==> config.mk <==
export PLATFORM = sky130hd
export DESIGN_NAME = keymap_report_validator
export DESIGN_NICKNAME = d
export VERILOG_FILES = /design/src/sv/krv_pkg.sv /design/src/sv/krv_code_check.sv /design/src/sv/keymap_report_validator.sv
export SDC_FILE = /design/constraint.sdc
export NUM_CORES = 1
export LEC_CHECK = 0
export ABC_AREA = 1
export BUFFER_PORTS_ARGS = -buffer_cell sky130_fd_sc_hd__buf_2
export CORE_MARGIN = 1.5
export CORE_UTILIZATION = 55
export DETAILED_ROUTE_END_ITERATION = 7
export PLACE_DENSITY_LB_ADDON = 0.3
export RECOVER_POWER = 50
export REMOVE_ABC_BUFFERS = 1
export SETUP_SLACK_MARGIN = 0.3
export SLEW_MARGIN = 0
export SYNTH_ARGS = -nofsm -noshare
export SYNTH_HDL_FRONTEND = slang
export SYNTH_SLANG_ARGS = --single-unit
==> constraint.sdc <==
create_clock -name i_clk -period 2.8 [get_ports i_clk]
set_input_delay 0.28 -clock i_clk [delete_from_list [all_inputs] [get_ports i_clk]]
set_output_delay 0.28 -clock i_clk [all_outputs]
set_load 0.005 [all_outputs]
==> src/sv/krv_pkg.sv <==
// Shared constants, types and code-range helpers for the key-slot report validator.
`timescale 1ns / 1ps
`default_nettype none

package krv_pkg;

    // Report layout
    localparam int unsigned RPT_LEN      = 64;
    localparam int unsigned TRIPLE_START = 9;
    localparam int unsigned TRIPLE_END   = 60;
    localparam int unsigned TRIPLE_COUNT = 17;
    localparam int unsigned MAX_KEYS     = 5;
    localparam int unsigned SLOT_LIMIT   = 25;

    // Field widths
    localparam int unsigned POS_W   = 7;
    localparam int unsigned IDX_W   = 5;
    localparam int unsigned COUNT_W = 3;
    localparam int unsigned CODE_W  = 8;

    // Header and triple byte values
    localparam logic [7:0] HDR_REPORT_ID = 8'h03;
    localparam logic [7:0] HDR_COMMAND   = 8'hfa;
    localparam logic [7:0] HDR_ONE       = 8'h01;
    localparam logic [7:0] TRIPLE_FLAG   = 8'h32;

    // Modifier code range
    localparam logic [7:0] MOD_FIRST = 8'hf1;
    localparam logic [7:0] MOD_LAST  = 8'hf4;

    typedef logic [MAX_KEYS-1:0][CODE_W-1:0] t_code_bank;

    // Verdict of one key code against the codes seen so far
    typedef struct packed {
        logic pass;          // code satisfies every key rule
        logic store;         // record the code in the bank
        logic take_regular;  // code uses up the single non-modifier key
    } t_code_res;

    function automatic logic is_modifier(input logic [7:0] c);
        return (c >= MOD_FIRST) && (c <= MOD_LAST);
    endfunction

    function automatic logic regular_allowed(input logic [7:0] c);
        return ((c >= 8'h04) && (c <= 8'h31)) ||
               ((c >= 8'h33) && (c <= 8'h57)) ||
               ((c >= 8'h59) && (c <= 8'h63)) ||
               (c == 8'h65) ||
               ((c >= 8'h68) && (c <= 8'h73));
    endfunction

endpackage

`default_nettype wire

==> src/sv/krv_code_check.sv <==
// Key code rules: count limit, lone zero key, repeats, modifiers and regular key ranges.
`timescale 1ns / 1ps
`default_nettype none

module krv_code_check (
    input  wire logic [7:0]                    i_code,
    input  wire logic [krv_pkg::IDX_W-1:0]     i_idx,
    input  wire logic [krv_pkg::COUNT_W-1:0]   i_key_count,
    input  wire krv_pkg::t_code_bank           i_bank,
    input  wire logic                          i_regular_taken,
    output krv_pkg::t_code_res                 o_res
);
    import krv_pkg::*;

    logic dup;

    always_comb begin
        dup = 1'b0;
        for (int k = 0; k < int'(MAX_KEYS); k++) begin
            if ((i_idx > IDX_W'(k)) && (i_bank[k] == i_code)) begin
                dup = 1'b1;
            end
        end
    end

    always_comb begin
        o_res = '0;
        priority if (i_idx >= IDX_W'(i_key_count)) begin
            // past the count: slot must be empty
            o_res.pass = (i_code == 8'h00);
        end else if (i_code == 8'h00) begin
            o_res.pass = (i_key_count == COUNT_W'(1)) && (i_idx == '0);
        end else if (dup) begin
            o_res.pass = 1'b0;
        end else if (is_modifier(i_code)) begin
            o_res.store = 1'b1;
            o_res.pass  = 1'b1;
        end else if (!regular_allowed(i_code) || i_regular_taken) begin
            o_res.store = 1'b1;
            o_res.pass  = 1'b0;
        end else begin
            o_res.store        = 1'b1;
            o_res.pass         = 1'b1;
            o_res.take_regular = 1'b1;
        end
    end

endmodule

`default_nettype wire

==> src/sv/keymap_report_validator.sv <==
// Top level of the key-slot report validator: input register, byte checks, verdict register.
`timescale 1ns / 1ps
`default_nettype none

// Checks a 64-byte key-slot report fed from byte zero, one item (byte) per clock
// while the input does not stall, against the layer and slot it is meant for.
// Each accepted byte is held in an input register, checked against a handful of
// per-report registers (byte position, fault flag, key count, triple counters, a
// bank of five key codes) and then retired; a new byte is accepted as the held
// one retires, so the sustained rate is one byte per clock unless stalled. Only
// the byte marked last yields a result item: o_report_ok is 1 when the report
// was exactly 64 bytes long and every check passed. The verdict waits in an
// output register; the input side stalls only when a last byte is held while an
// earlier verdict is still stalled downstream. After a last byte all per-report
// state starts over.
module keymap_report_validator (
    input  wire logic       i_clk,
    input  wire logic       i_rst_n,
    // report byte channel
    input  wire logic       i_in_valid,
    output logic            o_in_stall,
    input  wire logic [7:0] i_data_byte,
    input  wire logic [1:0] i_target_layer,
    input  wire logic [4:0] i_target_slot,
    input  wire logic       i_last_byte,
    // verdict channel
    output logic            o_out_valid,
    input  wire logic       i_out_stall,
    output logic            o_report_ok
);
    import krv_pkg::*;

    // input register
    logic                 r_in_valid;
    logic [7:0]           r_in_data;
    logic [1:0]           r_in_layer;
    logic [4:0]           r_in_slot;
    logic                 r_in_last;

    // per-report state
    logic [POS_W-1:0]     r_pos;
    logic                 r_fault;
    logic [COUNT_W-1:0]   r_key_count;
    logic [IDX_W-1:0]     r_idx;
    logic [1:0]           r_part;
    logic                 r_regular_taken;
    t_code_bank           r_codes;

    // verdict register
    logic                 r_out_valid;
    logic                 r_out_ok;

    logic                 accept;
    logic                 advance;
    logic                 in_triples;
    logic                 code_byte;
    logic                 byte_ok;
    logic                 count_ok;
    logic                 target_ok;
    logic                 n_fault;
    logic [POS_W-1:0]     n_pos;
    t_code_res            code_res;

    // Retire the held byte unless it is a last byte and the verdict slot is blocked.
    assign advance    = r_in_valid && (!r_in_last || !r_out_valid || !i_out_stall);
    assign o_in_stall = r_in_valid && !advance;
    assign accept     = i_in_valid && !o_in_stall;

    assign in_triples = (r_pos >= POS_W'(TRIPLE_START)) && (r_pos < POS_W'(TRIPLE_END));
    assign code_byte  = in_triples && (r_part == 2'd0);
    assign count_ok   = (r_in_data >= 8'd1) && (r_in_data <= 8'(MAX_KEYS));
    assign target_ok  = (r_in_layer != 2'd0) && (r_in_slot != 5'd0) &&
                        (r_in_slot <= 5'(SLOT_LIMIT));

    krv_code_check u_code_check (
        .i_code          (r_in_data),
        .i_idx           (r_idx),
        .i_key_count     (r_key_count),
        .i_bank          (r_codes),
        .i_regular_taken (r_regular_taken),
        .o_res           (code_res)
    );

    // Byte check by position in the report.
    always_comb begin
        priority if (r_pos >= POS_W'(RPT_LEN)) begin
            byte_ok = 1'b0;
        end else if (r_pos == POS_W'(0)) begin
            byte_ok = (r_in_data == HDR_REPORT_ID);
        end else if (r_pos == POS_W'(1)) begin
            byte_ok = (r_in_data == HDR_COMMAND);
        end else if (r_pos == POS_W'(2)) begin
            byte_ok = (r_in_data == {3'b000, r_in_slot});
        end else if (r_pos == POS_W'(3)) begin
            byte_ok = (r_in_data == {6'b000000, r_in_layer});
        end else if (r_pos == POS_W'(4)) begin
            byte_ok = (r_in_data == HDR_ONE);
        end else if (r_pos == POS_W'(5)) begin
            byte_ok = (r_in_data <= HDR_ONE);
        end else if (r_pos == POS_W'(6)) begin
            byte_ok = count_ok;
        end else if (in_triples) begin
            unique case (r_part)
                2'd0:    byte_ok = code_res.pass;
                2'd1:    byte_ok = (r_in_data == 8'h00);
                default: byte_ok = (r_in_data == 8'h00) || (r_in_data == TRIPLE_FLAG);
            endcase
        end else begin
            // header padding bytes and the trailing four bytes
            byte_ok = (r_in_data == 8'h00);
        end
    end

    assign n_fault = r_fault || !byte_ok || !target_ok;
    assign n_pos   = (r_pos < POS_W'(RPT_LEN)) ? r_pos + POS_W'(1) : r_pos;

    // Input register: load on accept, drop once retired.
    always_ff @(posedge i_clk) begin
        if (!i_rst_n) begin
            r_in_valid <= 1'b0;
        end else if (accept) begin
            r_in_valid <= 1'b1;
        end else if (advance) begin
            r_in_valid <= 1'b0;
        end
    end

    always_ff @(posedge i_clk) begin
        if (accept) begin
            r_in_data  <= i_data_byte;
            r_in_layer <= i_target_layer;
            r_in_slot  <= i_target_slot;
            r_in_last  <= i_last_byte;
        end
    end

    // Per-report state: advance on each retired byte, start over after a last byte.
    always_ff @(posedge i_clk) begin
        if (!i_rst_n) begin
            r_pos           <= '0;
            r_fault         <= 1'b0;
            r_key_count     <= '0;
            r_idx           <= '0;
            r_part          <= '0;
            r_regular_taken <= 1'b0;
        end else if (advance) begin
            if (r_in_last) begin
                r_pos           <= '0;
                r_fault         <= 1'b0;
                r_key_count     <= '0;
                r_idx           <= '0;
                r_part          <= '0;
                r_regular_taken <= 1'b0;
            end else begin
                r_pos   <= n_pos;
                r_fault <= n_fault;
                if (r_pos == POS_W'(6)) begin
                    r_key_count <= count_ok ? r_in_data[COUNT_W-1:0] : '0;
                end
                if (in_triples) begin
                    if (r_part == 2'd2) begin
                        r_part <= 2'd0;
                        r_idx  <= r_idx + IDX_W'(1);
                    end else begin
                        r_part <= r_part + 2'd1;
                    end
                end
                if (code_byte && code_res.take_regular) begin
                    r_regular_taken <= 1'b1;
                end
            end
        end
    end

    // Key code bank: written in count order, read only below the current index.
    always_ff @(posedge i_clk) begin
        if (advance && code_byte && code_res.store) begin
            r_codes[r_idx[2:0]] <= r_in_data;
        end
    end

    // Verdict register: hold until taken.
    always_ff @(posedge i_clk) begin
        if (!i_rst_n) begin
            r_out_valid <= 1'b0;
        end else if (advance && r_in_last) begin
            r_out_valid <= 1'b1;
        end else if (!i_out_stall) begin
            r_out_valid <= 1'b0;
        end
    end

    always_ff @(posedge i_clk) begin
        if (advance && r_in_last) begin
            r_out_ok <= !n_fault && (r_pos == POS_W'(RPT_LEN - 1));
        end
    end

    assign o_out_valid = r_out_valid;
    assign o_report_ok = r_out_ok;

    // A held byte is only ever blocked by a waiting verdict.
    a_stall_cause: assert property (@(posedge i_clk) disable iff (!i_rst_n)
        o_in_stall |-> (r_in_last && r_out_valid && i_out_stall))
        else $error("input stalled without a blocked verdict");

    // Byte position never passes the report length.
    a_pos_sat: assert property (@(posedge i_clk) disable iff (!i_rst_n)
        r_pos <= POS_W'(RPT_LEN))
        else $error("byte position beyond report length");

    // A retired last byte leaves a clean report state and a pending verdict.
    a_clear_after_last: assert property (@(posedge i_clk) disable iff (!i_rst_n)
        (advance && r_in_last) |=> (r_pos == '0 && !r_fault && !r_regular_taken &&
                                    r_out_valid))
        else $error("report state not cleared after last byte");

    // Key count is always within the allowed range.
    a_count_range: assert property (@(posedge i_clk) disable iff (!i_rst_n)
        r_key_count <= COUNT_W'(MAX_KEYS))
        else $error("key count out of range");

endmodule

`default_nettype wire

==> results of run 1 <==
==> per-stage QoR <==
stage | hold slack [ns] | power [mW] | instance area [sq um]
after CTS | 0.0827 | 2.39 | 4690
after global routing | 0.0747 | 2.49 | 4870
final | 0.0917 | 2.41 | 4870
after floorplan | 0.379 | 1.42 | 4110
after detailed placement | 0.458 | 1.48 | 4470
after global placement | 0.448 | 1.47 | 4470
==> worst max-delay path, stage by stage (launching register included) <==
cell and delay [ns]:
edfxtp_1 0.50, clkbuf_1 0.34, xor2_1 0.19, nor2_1 0.06, nand3_1 0.10, nor2_2 0.06
nor4_2 0.25, nand2_1 0.11, inv_2 0.07, nand2_2 0.09, nor3_2 0.23, buf_4 0.20
==> repair_timing <==
action / in CTS / in global routing
endpoints found under the setup margin: 24 / 42
pin swaps: 0 / 3
setup buffers: 0 / 24
gates resized for setup: 2 / 10
==> layer usage <==
| metal | up-vias | track usage | part of all wire |
|---|---|---|---|
| met5 | - | 0 | 0 |
| met4 | 0 | 0.0833 | 0.019 |
| met3 | 17 | 0.0406 | 0.047 |
| met2 | 101 | 0.360 | 0.49 |
| met1 | 1617 | 0.280 | 0.44 |
| li1 | 1663 | - | - |
==> registers in the layout (all words and copies together) (netlist names), 2 cells and up <==
register	cells
r_key_count	3
r_in_layer	2
r_codes	40
r_pos	7
r_idx	5
r_in_data	8
r_in_slot	5
r_part	2
==> power by group through the flow <==
stage	Sequential [mW]	Clock (mW)	Combinational [mW]
6_report	1.28	0.925	0.203
4_1_cts	1.28	0.933	0.171
3_3_place_gp	1.31	0	0.165
2_1_floorplan	1.31	0	0.102
3_5_place_dp	1.31	0	0.170
5_1_grt	1.28	0.985	0.224
==> worst paths after layout <==
kind	start	endpoint	slack, ns	cells after the start
worst min-delay path	i_data_byte[3]	r_in_data[3]	0.09	1
worst max register to register	r_in_data[1]	r_codes[21]	0.32	11
worst min register to register	r_regular_taken	r_regular_taken	0.48	2
worst max-delay path	r_in_data[1]	r_codes[21]	0.32	11
==> placed cells by master, fill, tap and decap left out, types with 8 or more instances in the layout <==
master,instances
xnor2_1,31
nand2_2,8
inv_2,15
buf_4,28
clkbuf_8,9
ha_1,11
o21ai_0,13
xor2_1,8
nand3_1,25
edfxtp_1,57
buf_2,22
dfxtp_1,20
nor2_1,45
inv_1,46
nand2_1,95
nor2_2,12
nor3_1,18
a21oi_1,19
clkbuf_1,12
==> final cells by class <==
class / instances / area [sq um]
Clock buffer: 11 / 131
Timing Repair Buffer: 63 / 393
Sequential cell: 78 / 2140
Multi-Input combinational cell: 318 / 1780
Tap cell: 99 / 124
Fill cell: 600 / 2420
Inverter: 61 / 229
Clock inverter: 5 / 82.6
==> kinds of logic (layout without fill, tap and decap cells) <==
group	after synthesis	in the layout	share of synthesized area
AO/OA/AOI/OAI	49	49	0.0679
XOR/XNOR	39	39	0.0816
adder cells (fa/ha/maj)	11	11	0.0329
buffers and inverters	70	140	0.0736
flip-flops	78	78	0.510
AND/OR/NAND/NOR	219	219	0.234
==> run_results.csv, run 1 <==
group,metric,value,unit
timing,setup_viol,0,
timing,hold_viol_final,0,
routing,viasPerCell,5.35,
min_path,hold_class,"input pin to register",
routing,drcViolationCount,0,
power,vdd_drop_max,471,uV
placement,gp_congestion,0.874,
routing,first_pass_iters,5,
timing,setup_ws,0.318,ns
global_route,grt_first_pass_wirelength,13.9,mm
clock_tree,clk_path_buf_depth,2,
synthesis,synth_top_cell_area_share,0.409,
clock_tree,clock_insertion_delay_worst_skew,0.36,ns
synthesis,synth.most_common_cell,"nand2_1",
synthesis,synth-edff-count,57,
floorplanning,dieHeight,90.2,um
layout,final_cells,635,
layout,area_delta_synth_final,16.4,%
synthesis,synth_top_cells_by_count,"96 x nand2_1, 57 x edfxtp_1, 50 x nor2_1",
critical_path,endpoint_kind,"register",
synthesis,syn_area_per_cell,8.98,sq um
placement,post-place-ws,0.219,ns
clock_tree,cts_sinks,78,
placement,dp.cells,595,
routing,wire_per_inst,14.1,um
timing,fin_skew,0.00597,ns
routing,drt_iter0_drc,233,
synthesis,synthTopCellsByArea,"edfxtp_1 41%, dfxtp_1 10%, nand2_1 8.6%",
synthesis,async_flop_share,0,
power,pwr-share-clk,0.385,
synthesis,synth-seq-area-share,0.510,
synthesis,yosysTopAreaCell,"edfxtp_1",
power,swShare,0.232,
critical_path,crit_type,"register to register",
floorplanning,start_util,0.574,
power,leakagePower,1.98,nW
routing,antenna_left,0,
critical_path,cp-start-kind,"register",
critical_path,worst_ep_required_time,2.87,ns
outcome,status,"complete, no violations",
clock_tree,cts_hold_buf,0,
floorplanning,ios,23,
placement,port_buffers,22,
placement,dp_hpwl,6.28,mm
timing,rsz0062_at_grt,"false",
synthesis,yosysWarnings,0,
global_route,grt_overflow_total,0,
floorplanning,die_w,90.2,um
timing,finalCritPeriodShare,0.886,
synthesis,synth-seq-cells,78,
routing,via_count,3398,
synthesis,synthesis.area,4180,sq um
timing,timing.fmax,403,MHz
floorplanning,core_area,7290,sq um
global_route,gr-usage-all-layers,0.217,
timing,setup_tns,0,ns
timing,min_period,2.48,ns
clock_tree,cts_tree,"done",
floorplanning,rows,31,
power,power_frac_comb,0.084,
critical_path,worst-path-max-fanout,8,
global_route,grt_pass1_vias,3025,
layout,drive_above_1_share,0.218,
timing,tightest_slew,0.757,ns
routing,finalWirelength,8.94,mm
power,power_density,494,nW/um^2
clock_tree,cts_root_buffer,"clkbuf_8",
power,internal-power,1.85,mW
layout,final_core_util,0.668,
layout,diodes,0,
layout,nNetsFinal,562,
synthesis,ys.flop_type,"edfxtp_1",
clock_tree,cts_buffers,9,
floorplanning,dieArea,8140,sq um
job,timing.max_cap.violations,0,
synthesis,synthCells,466,
timing,slew_viol_final,0,
global_route,antenna_found_initial,0,
synthesis,synth.distinct_cells,32,
clock_tree,htree_levels,3,
power,p_seq_frac,0.531,
clock_tree,clk_pin_slew,0.08,ns
critical_path,arrival,2.55,ns
timing,relSlewSlack,0.495,
global_route,grt_max_degree,17,
power,p_sw,0.558,mW
Note: power is estimated with default switching activity, not from simulation.
==> run 2: changes to the inputs <==
--- a/config.mk
+++ b/config.mk
@@ -5,7 +5,6 @@
 export SDC_FILE = /design/constraint.sdc
 export NUM_CORES = 1
 export LEC_CHECK = 0
-export ABC_AREA = 1
 export BUFFER_PORTS_ARGS = -buffer_cell sky130_fd_sc_hd__buf_2
 export CORE_MARGIN = 1.5
 export CORE_UTILIZATION = 55
==> run_results.csv, run 2 <==
group,metric,value,unit
synthesis,syn_area_per_cell,11.0,sq um
critical_path,crit_start,"r_in_data[1]",
synthesis,synth_top_cell_area_share,0.426,
timing,setup_ws,0.224,ns
placement,port_buffers,22,
global_route,grt_first_pass_wirelength,14.4,mm
critical_path,arrival,2.66,ns
floorplanning,ios,23,
clock_tree,cts_sinks,78,
global_route,grt_pass1_vias,2980,
power,leakagePower,1.84,nW
synthesis,synthSimpleGateAreaFrac,0.168,
synthesis,synth-seq-area-share,0.531,
synthesis,synthAdderAreaFrac,0.0343,
critical_path,cp-start-kind,"register",
placement,post-place-ws,-0.000954,ns
power,power_density,489,nW/um^2
synthesis,synthTopCellsByArea,"edfxtp_1 43%, dfxtp_1 10%, xor2_1 7.9%",
timing,timing.fmax,388,MHz
critical_path,r2r_end,"r_codes[1]",
synthesis,synthMuxAreaShare,0,
layout,diodes,0,
timing,rsz0062_at_grt,"true",
synthesis,synth_top_cells_by_count,"57 x edfxtp_1, 36 x xor2_1, 33 x nor2_1",
layout,fillCellCount,503,
timing,relSlewSlack,0.443,
clock_tree,cts_hold_buf,0,
synthesis,synth_top_family_by_area,"simple AND/OR/NAND/NOR gates",
power,vdd_drop_max,362,uV
synthesis,yosysTopAreaCell,"edfxtp_1",
routing,first_pass_iters,5,
floorplanning,core_area,6910,sq um
placement,gp_congestion,1.02,
layout,final_core_util,0.723,
clock_tree,cts_tree,"done",
layout,area_delta_synth_final,24.4,%
synthesis,synth_xor_area_frac,0.116,
synthesis,synth.distinct_cells,56,
outcome,status,"complete, no violations",
global_route,grt_overflow_total,0,
floorplanning,dieArea,7820,sq um
timing,finalCritPeriodShare,0.920,
layout,nNetsFinal,468,
timing,tightest_slew,0.835,ns
timing,hold_viol_final,0,
floorplanning,start_util,0.581,
critical_path,ff2ff_path_depth,10,
global_route,grt_max_degree,17,
clock_tree,cts_buffers,9,
critical_path,endpoint,"r_codes[1]",
floorplanning,die_w,88.4,um
routing,via_count,3188,
synthesis,synthesis.area,4010,sq um
global_route,antenna_found_initial,0,
synthesis,ys.flop_type,"edfxtp_1",
synthesis,async_flop_share,0,
global_route,gr-usage-all-layers,0.250,
routing,drt_iter0_drc,245,
synthesis,synth-seq-cells,78,
min_path,hp-start,"i_data_byte[7]",
floorplanning,dieHeight,88.4,um
routing,viasPerCell,5.93,
placement,dp_hpwl,6.31,mm
layout,drive_above_1_share,0.242,
layout,final_common_cell,"edfxtp_1",
timing,setup_viol,0,
layout,largest_reg_flops,40,
synthesis,synthCells,366,
min_path,hold_class,"input pin to register",
synthesis,synth.most_common_cell,"edfxtp_1",
synthesis,synth_compound_area_frac,0.109,
synthesis,synth-edff-count,57,
layout,mostFrequentLayoutCells,"57 x edfxtp_1, 36 x xor2_1, 36 x buf_4",
clock_tree,htree_levels,3,
job,timing.max_cap.violations,0,
critical_path,crit_type,"register to register",
clock_tree,clk_path_buf_depth,2,
routing,wire_per_inst,17.9,um
critical_path,reg2reg_from,"r_in_data[1]",
timing,min_period,2.58,ns
timing,slew_viol_final,0,
critical_path,endpoint_kind,"register",
clock_tree,clk_pin_slew,0.09,ns
critical_path,worst-path-max-fanout,8,
floorplanning,rows,30,
routing,drcViolationCount,0,
critical_path,worst_ep_required_time,2.88,ns
synthesis,yosysWarnings,0,
routing,finalWirelength,9.62,mm
critical_path,reg2reg_slack,0.22,ns
timing,fin_skew,0.0104,ns
routing,antenna_left,0,
clock_tree,clock_insertion_delay_worst_skew,0.37,ns
clock_tree,cts_root_buffer,"clkbuf_8",
## run 2: changes by cell type after synthesis, sizes merged, moves of 6 or more
cell   delta
and3      +6
inv      -45
nor4     +11
nand3    -21
nand4     +9
nor3     -13
xnor2    -14
nor2     -24
nand2    -80
xor2     +28
## run 2: metrics by stage
step | setup TNS, ns | area, sq um | hold slack (ns) | std cells | power, mW
6_report | 0 | 4990 | 0.0788 | 538 | 2.44
2_1_floorplan | -3.36 | 3910 | 0.379 | 348 | 1.40
3_5_place_dp | -0.00595 | 4510 | 0.450 | 508 | 1.49
3_3_place_gp | 0 | 4510 | 0.443 | 508 | 1.48
5_1_grt | 0 | 4990 | 0.0714 | 538 | 2.51
4_1_cts | 0 | 4800 | 0.0731 | 525 | 2.43
## run 2: worst max-delay path: stages (launching register included)
cell and delay [ns]:
edfxtp_1 0.40, clkbuf_1 0.17, clkbuf_16 0.17, nor2_1 0.04, and3_1 0.19, a31o_2 0.24, nor3_4 0.19, nand4_1 0.19
buf_4 0.22, nor4_2 0.23, buf_4 0.23
## run 2: what timing repair did
| item | CTS | global route |
|---|---|---|
| gates resized for setup | 13 | 17 |
| setup buffers | 1 | 12 |
| setup endpoints to repair | 42 | 43 |
| gates cloned | 0 | 1 |
| pin swaps | 0 | 9 |
## run 2: how the worst min path moves through the flow
stage,endpoint,slack (ns),depth (start not counted)
floorplan,r_in_data[0],0.38,0
detailed placement,r_regular_taken,0.45,2
finish,r_in_data[7],0.08,1
global placement,r_regular_taken,0.44,2
CTS,r_in_data[7],0.07,1
global route,r_in_slot[1],0.07,1
## run 2: per-layer routing
layer / vias to the layer above / part of all wire / global-route usage
met1: 1545 / 0.40 / 0.309
li1: 1492 / - / -
met2: 127 / 0.51 / 0.417
met3: 24 / 0.057 / 0.0429
met5: - / 0 / 0
met4: 0 / 0.032 / 0.142
## run 2: power by group
part           total [mW]  internal, mW  switching [mW]  leakage (nW)
clock               0.961         0.512           0.448         0.111
combinational       0.212        0.0953           0.117          1.03
sequential           1.27          1.26          0.0156         0.697
total                2.44          1.86           0.581          1.84
## run 2: final cells by class
cell class / instances / area (sq um) / area share
Sequential cell: 78 / 2130 / 0.427
Multi-Input combinational cell: 254 / 1870 / 0.374
Timing Repair Buffer: 78 / 589 / 0.118
Clock buffer: 9 / 124 / 0.0248
Tap cell: 96 / 120 / 0.0240
Clock inverter: 7 / 103 / 0.0205
Inverter: 16 / 60.1 / 0.0120
## run 2: cells by family after synthesis
| kind of cell | count (synthesis) |
|---|---|
| AO/OA/AOI/OAI | 63 |
| XOR/XNOR | 53 |
| adder cells (fa/ha/maj) | 11 |
| buffers and inverters | 34 |
| flip-flops | 78 |
| AND/OR/NAND/NOR | 127 |
==> run 3: changes to the inputs <==
--- a/config.mk
+++ b/config.mk
@@ -5,7 +5,9 @@
 export SDC_FILE = /design/constraint.sdc
 export NUM_CORES = 1
 export LEC_CHECK = 0
+export ABC_AREA = 1
 export BUFFER_PORTS_ARGS = -buffer_cell sky130_fd_sc_hd__buf_2
+export CORE_ASPECT_RATIO = 1.5
 export CORE_MARGIN = 1.5
 export CORE_UTILIZATION = 55
 export DETAILED_ROUTE_END_ITERATION = 7
==> run_results.csv, run 3 (synthesis results as in run 1) <==
group,metric,value,unit
timing,tightest_slew,0.760,ns
routing,wire_per_inst,14.1,um
layout,area_delta_synth_final,14.7,%
power,total_power,2.41,mW
floorplanning,ios,23,
critical_path,cp_cell_sequence,"clkbuf_1 -> xnor2_1 -> nand4_1 -> nor2_1 -> nor2_1 -> nand3_2 -> nand2_1 -> nand2_1 -> nand2_1 -> nand2_1 -> nand2_1 -> nand2_1 -> nand3_1 -> nand3_1 -> nand2_1 -> nand2_1 -> nor2_1",
timing,slew_viol_final,0,
clock_tree,cts_buffers,9,
timing,fin_skew,0.00610,ns
routing,first_pass_iters,4,
routing,viasPerCell,5.24,
timing,setup_viol,0,
critical_path,slowest_stage,"edfxtp_1",
layout,largest_reg_flops,40,
timing,relSlewSlack,0.493,
placement,dpl_cell_area,4470,sq um
critical_path,crit_family,"simple AND/OR/NAND/NOR gates",
power,power_density,503,nW/um^2
placement,port_buffers,22,
timing,hold_viol_final,0,
floorplanning,start_util,0.571,
layout,mostFrequentLayoutCells,"96 x nand2_1, 57 x edfxtp_1, 49 x nor2_1",
timing,holdWs,0.0938,ns
global_route,grtUsageMet2,0.429,
clock_tree,cts_root_buffer,"clkbuf_8",
layout,final_common_cell,"nand2_1",
critical_path,worst_ep_required_time,2.91,ns
clock_tree,cts_sinks,78,
global_route,gr-usage-all-layers,0.236,
layout,drive_above_1_share,0.186,
clock_tree,cts_hold_buf,0,
clock_tree,clk_pin_slew,0.07,ns
layout,final_cells,626,
global_route,grt_overflow_total,0,
placement,gp_congestion,0.913,
outcome,status,"complete, no violations",
timing,min_period,2.49,ns
floorplanning,rows,38,
placement,dp_hpwl,6.40,mm
critical_path,cp-start-kind,"register",
clock_tree,clk_path_buf_depth,2,
floorplanning,die_w,74.2,um
floorplanning,core_area,7320,sq um
placement,dp.cells,595,
critical_path,arrival,2.60,ns
clock_tree,htree_levels,3,
floorplanning,dieHeight,110,um
global_route,grtUsageMet3,0.0449,
layout,fin_area,4800,sq um
floorplanning,dieArea,8150,sq um
routing,drt_iter0_drc,186,
critical_path,endpoint_kind,"register",
power,vdd_drop_max,465,uV
timing,rsz0062_at_grt,"false",
critical_path,worst-path-max-fanout,7,
layout,nNetsFinal,552,
routing,antenna_left,0,
global_route,antenna_found_initial,0,
timing,finalCritPeriodShare,0.890,
critical_path,crit_type,"register to register",
min_path,hold_class,"input pin to register",
global_route,grt_max_degree,17,
global_route,gr-usage-met1,0.255,
layout,diodes,0,
power,leakagePower,1.92,nW
routing,finalWirelength,8.84,mm
clock_tree,clock_insertion_delay_worst_skew,0.36,ns
job,timing.max_cap.violations,0,
global_route,grt_first_pass_wirelength,14.1,mm
clock_tree,cts_tree,"done",
critical_path,max_stage_delay,0.50,ns
critical_path,path_buf_inv,1,
critical_path,cpMostUsedCell,"nand2_1",
timing,timing.fmax,401,MHz
global_route,grt_pass1_vias,3118,
routing,via_count,3281,
global_route,grt-busiest-layer,"met2",
routing,drcViolationCount,0,
timing,setup_tns,0,ns
==> run 3: per-stage QoR <==
step / setup WS [ns] / util
6_report: 0.309 / 0.655
3_5_place_dp: 0.218 / 0.611
4_1_cts: 0.306 / 0.650
3_3_place_gp: 0.323 / 0.611
2_1_floorplan: 0.106 / -
5_1_grt: 0.174 / 0.655
==> run 3: cell type report <==
cell class | instances | area, sq um
multi-input cells | 318 | 1760
well taps | 100 | 125
inverters | 61 | 229
fillers | 617 | 2520
flip-flops and latches | 78 | 2140
clock buffers | 13 | 159
clock inverters | 3 | 67.6
repair buffers | 53 | 322
==> run 3: per-layer routing <==
layer | part of all wire | vias to the layer above
li1 | - | 1639
met2 | 0.55 | 63
met5 | 0 | -
met4 | 0.028 | 0
met3 | 0.031 | 19
met1 | 0.39 | 1560
==> run 3: path summary, 6_finish.rpt <==
kind	start	endpoint	slack (ns)	cells past startpoint
setup / recovery	r_in_data[0]	o_report_ok	0.31	17
hold / removal	i_data_byte[1]	r_in_data[1]	0.09	1
setup reg to reg	r_in_data[0]	o_report_ok	0.31	17
hold reg to reg	r_fault	r_fault	0.48	2
==> run 3: power by group <==
| part | switching (mW) | total (mW) | internal, mW |
|---|---|---|---|
| clock | 0.391 | 0.943 | 0.551 |
| combinational | 0.113 | 0.191 | 0.0782 |
| sequential | 0.0210 | 1.28 | 1.26 |
==> run 3: worst register-to-register path: stages (launching register included) <==
cell      delay (ns)
edfxtp_1        0.50
clkbuf_1        0.38
xnor2_1         0.18
nand4_1         0.10
nor2_1          0.25
nor2_1          0.10
nand3_2         0.08
nand2_1         0.05
nand2_1         0.05
nand2_1         0.04
nand2_1         0.05
nand2_1         0.04
nand2_1         0.05
nand3_1         0.07
nand3_1         0.07
nand2_1         0.05
nand2_1         0.13
nor2_1          0.06
==> run 3: what timing repair did <==
item                       CTS  global route
buffers inserted             4            11
gates resized for setup      1             7
setup endpoints to repair   40            42
